===== config.mk =====
export PLATFORM = sky130hd
export DESIGN_NAME = nss_cell_row
export DESIGN_NICKNAME = d
export VERILOG_FILES = /design/src/rtl/nss_pkg.sv /design/src/rtl/nss_cell.sv /design/src/rtl/nss_cell_row.sv
export SDC_FILE = /design/constraint.sdc
export NUM_CORES = 2
export LEC_CHECK = 0
export BUFFER_PORTS_ARGS = -buffer_cell sky130_fd_sc_hd__buf_2
export CAP_MARGIN = 15
export CORE_UTILIZATION = 65
export DETAILED_ROUTE_END_ITERATION = 7
export HOLD_SLACK_MARGIN = 0.1
export PLACE_DENSITY = 0.85
export SYNTH_ARGS = -nofsm -noshare
export SYNTH_HDL_FRONTEND = slang
export SYNTH_SLANG_ARGS = --single-unit

===== constraint.sdc =====
create_clock -name i_clk -period 3.2 [get_ports i_clk]
set_input_delay 0.32 -clock i_clk [delete_from_list [all_inputs] [get_ports i_clk]]
set_output_delay 0.32 -clock i_clk [all_outputs]
set_load 0.01 [all_outputs]

===== src/rtl/nss_pkg.sv =====
// ----------------------------------------------------------------------------
// nss_pkg: shared definitions for the substring search block
// Store capacity, derived widths, operation codes and the control group that
// drives the row of pattern cells.
// ----------------------------------------------------------------------------
`default_nettype none

package nss_pkg;

    localparam int MAX_LEN = 255;
    localparam int LEN_W   = $clog2(MAX_LEN + 1);
    localparam int ADDR_W  = $clog2(MAX_LEN);
    localparam int POS_W   = 8;
    localparam int RES_W   = (LEN_W > POS_W) ? LEN_W : POS_W;

    typedef enum logic [1:0] {
        OP_CLEAR   = 2'd0,
        OP_APP_PAT = 2'd1,
        OP_APP_TXT = 2'd2,
        OP_SEARCH  = 2'd3
    } t_op;

    typedef enum logic [2:0] {
        ST_IDLE = 3'b001,
        ST_RUN  = 3'b010,
        ST_FIN  = 3'b100
    } t_state;

    typedef struct packed {
        logic       clear;
        logic       shift;
        logic       start;
        logic       step;
        logic [7:0] new_byte;
        logic [7:0] text_byte;
    } t_row_ctl;

endpackage

`default_nettype wire


===== src/rtl/nss_cell.sv =====
// ----------------------------------------------------------------------------
// nss_cell: one pattern cell
// Holds one pattern byte with its valid bit and one partial-match bit. Pattern
// bytes move up the row on append; partial matches move down it per text byte.
// ----------------------------------------------------------------------------
`default_nettype none

module nss_cell
    import nss_pkg::*;
(
    input  wire logic       i_clk,
    input  wire logic       i_rst_n,
    input  wire t_row_ctl   i_ctl,
    input  wire logic [7:0] i_prev_byte,
    input  wire logic       i_prev_vld,
    input  wire logic       i_next_d,
    input  wire logic       i_next_vld,
    output logic      [7:0] o_byte,
    output logic            o_vld,
    output logic            o_d
);

    logic [7:0] r_byte;
    logic       r_vld;
    logic       r_d;
    logic       n_d;

    // A cell beyond the start of the pattern passes a match through.
    assign n_d = (r_byte == i_ctl.text_byte) && (i_next_vld ? i_next_d : 1'b1);

    always_ff @(posedge i_clk) begin
        if (!i_rst_n) begin
            r_vld <= 1'b0;
            r_d   <= 1'b0;
        end else begin
            if (i_ctl.clear) begin
                r_vld <= 1'b0;
            end else if (i_ctl.shift) begin
                r_vld <= i_prev_vld;
            end
            if (i_ctl.start) begin
                r_d <= 1'b0;
            end else if (i_ctl.step) begin
                r_d <= n_d;
            end
        end
    end

    always_ff @(posedge i_clk) begin
        if (i_ctl.shift) begin
            r_byte <= i_prev_byte;
        end
    end

    assign o_byte = r_byte;
    assign o_vld  = r_vld;
    assign o_d    = r_d;

endmodule

`default_nettype wire


===== src/rtl/nss_cell_row.sv =====
// ----------------------------------------------------------------------------
// nss_cell_row: chain of pattern cells
// Cell 0 holds the last pattern byte; its match bit flags a full match that
// ends at the text byte of the previous step.
// ----------------------------------------------------------------------------
`default_nettype none

module nss_cell_row
    import nss_pkg::*;
(
    input  wire logic     i_clk,
    input  wire logic     i_rst_n,
    input  wire t_row_ctl i_ctl,
    output logic          o_match
);

    logic [7:0] w_byte [MAX_LEN];
    logic       w_vld  [MAX_LEN];
    logic       w_d    [MAX_LEN];

    for (genvar j = 0; j < MAX_LEN; j++) begin : g_cell
        logic [7:0] prev_byte;
        logic       prev_vld;
        logic       next_d;
        logic       next_vld;

        if (j == 0) begin : g_head
            assign prev_byte = i_ctl.new_byte;
            assign prev_vld  = 1'b1;
        end else begin : g_body
            assign prev_byte = w_byte[j-1];
            assign prev_vld  = w_vld[j-1];
        end

        if (j == MAX_LEN - 1) begin : g_tail
            assign next_d   = 1'b0;
            assign next_vld = 1'b0;
        end else begin : g_link
            assign next_d   = w_d[j+1];
            assign next_vld = w_vld[j+1];
        end

        nss_cell u_cell (
            .i_clk       (i_clk),
            .i_rst_n     (i_rst_n),
            .i_ctl       (i_ctl),
            .i_prev_byte (prev_byte),
            .i_prev_vld  (prev_vld),
            .i_next_d    (next_d),
            .i_next_vld  (next_vld),
            .o_byte      (w_byte[j]),
            .o_vld       (w_vld[j]),
            .o_d         (w_d[j])
        );
    end

    assign o_match = w_d[0];

endmodule

`default_nettype wire


==> flow_summary_export.csv <==
group,metric,value,unit
floorplanning,placeableCoreArea,158000,um2
synthesis,yosys-top-cells-area,"edfxtp_1 (59%), xnor2_1 (15%), dfxtp_1 (9.9%)",
route,route.vias.total,54281,
floorplanning,ios,23,
worst_setup_path,critical_path_peak_fanout,38,
cells_and_area,total_of_fill_cells_in_the_finished_design,9285,
power,cellInternalPower,0.0557,W
synthesis,yosys_warnings,0,
route,routedWlPerCell,22.2,um
global_route,grt_first_pass_wirelength,320000,um
placed_design,placement.setup.worst_slack,0.994,ns
timing,worst_margin_slew,0.846,ns
global_route,grt_max_degree,127,
power,swShare,22.4,%
global_route,vias_in_the_first_global_route,57452,
clocking,post_cts_resized,0,
power,total_leakage_power,36.8,nW
timing,fin_skew,0.0711,ns
route,postRouteAntennaNets,0,
timing,rsz0062_at_grt,"false",
power,power_share_of_the_combinational_group,6.5,%
power,power.switching,0.0161,W
route,drtIter0Drc,5280,
floorplanning,floorplan.die_area,161000,um2
worst_setup_path,timing.critical_path.to_type,"flip-flop",
route,drt_wl_total,202000,um
clocking,clock-root-buffer,"clkbuf_16",
placed_design,io_buffers,22,
synthesis,synth.top_cell.area_share,59.2,%
synthesis,synthDominantAreaCellType,"edfxtp_1",
worst_setup_path,timing.reg2reg.setup_slack,1.70,ns
timing,setup_viol_count_final,0,
worst_setup_path,worstReg2RegStart,"g_cell[164].u_cell.o_byte[4]",
cells_and_area,area_growth_syn_to_layout,9.97,%
clocking,clock_tree_from_tritoncts,"yes",
synthesis,synthArstFlopShare,0,%
synthesis,synth-seq-area-share,69.0,%
clocking,cts.htree.levels,4,
timing,setup_ws,1.23,ns
clocking,worstSkewPairLatency,0.87,ns
floorplanning,initial_utilization,65.5,%
floorplanning,vertical_extent_of_the_die,401,um
worst_setup_path,critPathKind,"input port to flip-flop",
placed_design,finalWeightedCongestion,0.813,
timing,hold_viol,0,
clocking,cts-buffers-inserted,237,
synthesis,synthesis.area_per_instance,15.4,um2
worst_setup_path,reg2reg_to,"g_cell[164].u_cell.o_d",
worst_setup_path,timing.critical_path.arrival,2.72,ns
power,cellPowerDensity,630,nW/um2
clocking,cts_post_setup_buffers_inserted,0,
timing,timing_max_transition_violations_final,0,
power,post-layout-total-power,0.0718,W
worst_setup_path,timing.critical_path.from_type,"input port",
cells_and_area,nNetsFinal,6832,
status,run_status,"complete, no violations",
synthesis,ys_seq_elements,2550,
global_route,grt_antenna_before_repair,0,
worst_setup_path,worstPathRequired,3.95,ns
hold_path,timing.hold.worst.class,"input port to flip-flop",
route,remaining_drc_errors,0,
timing,fmax,507,MHz
cells_and_area,drive_gt1_share,7.74,%
global_route,grt_overflow,0,
route,via_per_inst,5.97,
cells_and_area,multi_input_area,28400,um2
synthesis,netlist_instances,6725,
cells_and_area,fin_util,72.0,%
clocking,largest_buffer_count_on_any_clock_path,3,
global_route,gr-usage-all-layers,25.1,%
power,ir_worst_vdd,0.596,mV
power,pwr-share-seq,53.8,%
timing,fin_crit,1.97,ns
worst_setup_path,worst_setup_path_endpoint,"g_cell[91].u_cell.o_d",
clocking,clkTransAtPathRegs,0.07,ns
cells_and_area,layout.area.seq,71500,um2
clocking,clkSinkCount,2550,
job,cap_viol_max_count,0,
worst_setup_path,reg2regPathDepth,4,
timing,layout_worst_path_cycle_share,61.6,%
worst_setup_path,critical_path.startpoint,"i_ctl[6]",
route,first_pass_iters,6,
timing,sum_of_negative_setup_slack,0,ns
synthesis,synth_ff_type,"edfxtp_1",
synthesis,number_of_synthesized_flops_with_an_enable_pin,2040,
floorplanning,dieWidth,401,um
cells_and_area,antenna_cells_inserted,0,
placed_design,detailedPlacementHpwl,117000,um
power,share_clk_of_total_power,39.7,%
floorplanning,num_rows,146,
synthesis,mappedNetlistNets,6747,
clocking,cts_hold_buffers,14,
timing,slew_headroom,43.6,%
synthesis,syn_area,104000,um2
synthesis,yosysUniqueCellTypes,23,
-- logic make-up after synthesis --
kind of cell | share of synthesized area, %
AOI/OAI and AO/OA | 3.67
xor gates and xnor gates | 17.3
buffers and inverters | 3.54
DFF | 69.0
muxes | 2.46
and+or+nand+nor | 4.06
-- how the worst min path moves through the flow --
stage	start	end	slack [ns]	cells after the start
after detailed placement	g_cell[147].u_cell.o_d	g_cell[147].u_cell.o_d	0.43	2
after global placement	g_cell[141].u_cell.o_d	g_cell[141].u_cell.o_d	0.42	2
after floorplan	g_cell[141].u_cell.o_d	g_cell[141].u_cell.o_d	0.41	2
final	i_ctl[0]	g_cell[207].u_cell.o_d	0.16	3
after global routing	i_ctl[8]	g_cell[0].u_cell.o_byte[0]	0.14	2
after CTS	i_ctl[11]	g_cell[0].u_cell.o_byte[3]	0.10	2
-- cell usage in the layout, fill, tap and decap left out, types with 2 or more instances in the layout --
cell,netlist,layout
nand2_1,7,7
dfxtp_1,510,510
clkinv_2,0,44
bufinv_16,0,12
inv_16,0,6
clkbuf_8,0,44
clkinvlp_4,0,2
dlygate4sd3_1,0,14
clkinv_8,0,4
nor4_1,257,257
o21ai_0,49,49
clkbuf_1,75,76
xnor2_1,1768,1768
buf_12,0,74
buf_2,42,13
nand4_1,253,253
o21ai_1,202,202
inv_1,254,254
edfxtp_1,2040,2040
a32o_1,251,251
buf_8,0,8
clkbuf_16,0,244
o2111ai_1,3,3
nor2_1,256,256
buf_4,75,82
mux2i_1,254,254
clkinv_4,0,4
xor2_1,272,272
clkinv_16,0,5
clkinv_1,0,15
-- state kept, by name (all words and copies together) (netlist names) --
register	flops
g_cell.u_cell.o_vld	255
g_cell.u_cell.o_d	255
g_cell.u_cell.o_byte	2040
-- worst max-delay path, stage by stage --
cell	delay [ns]
dlygate4sd3_1	0.61
buf_8	0.41
buf_4	0.50
xnor2_1	0.20
nand4_1	0.15
nor4_1	0.27
a32o_1	0.21
-- power by group through the flow --
stage / clock [W] / sequential [W] / combinational, W
floorplan: 0 / 0.0389 / 0.00331
global placement: 0 / 0.0392 / 0.00444
detailed placement: 0 / 0.0393 / 0.00460
CTS: 0.0289 / 0.0386 / 0.00469
global route: 0.0301 / 0.0388 / 0.00501
finish: 0.0285 / 0.0386 / 0.00466
-- layout make-up --
cell class,count,area share [%]
sequential,2550,62.8
multi-input combinational,3576,25.0
clock buffer,364,6.14
tap,2072,2.28
timing repair buffer,191,2.13
clock inverter,92,0.898
inverter,254,0.837
-- metrics by stage --
step | hold slack (ns) | instances | area (um2)
3_3_place_gp | 0.423 | 8629 | 106000
4_1_cts | 0.104 | 9099 | 114000
5_1_grt | 0.144 | 9099 | 114000
2_1_floorplan | 0.410 | 6725 | 104000
6_report | 0.156 | 9099 | 114000
3_5_place_dp | 0.434 | 8629 | 106000
-- cell usage after synthesis, types with 145 or more instances --
library cell	n
xnor2_1	1768
xor2_1	272
edfxtp_1	2040
a32o_1	251
nor4_1	257
inv_1	254
dfxtp_1	510
mux2i_1	254
buf_6	145
nand4_1	253
nor2_1	256
o21ai_1	202
-- per-layer routing --
metal  vias up  global-route usage [%]  routed length (um)
li1      24486                       -                   -
met1     27755                    34.5               85000
met2      1684                    42.0              101000
met3       356                    3.44               11000
met4         0                    7.39                4770
met5         -                       0                   0
(Power assumes the default switching activity.)
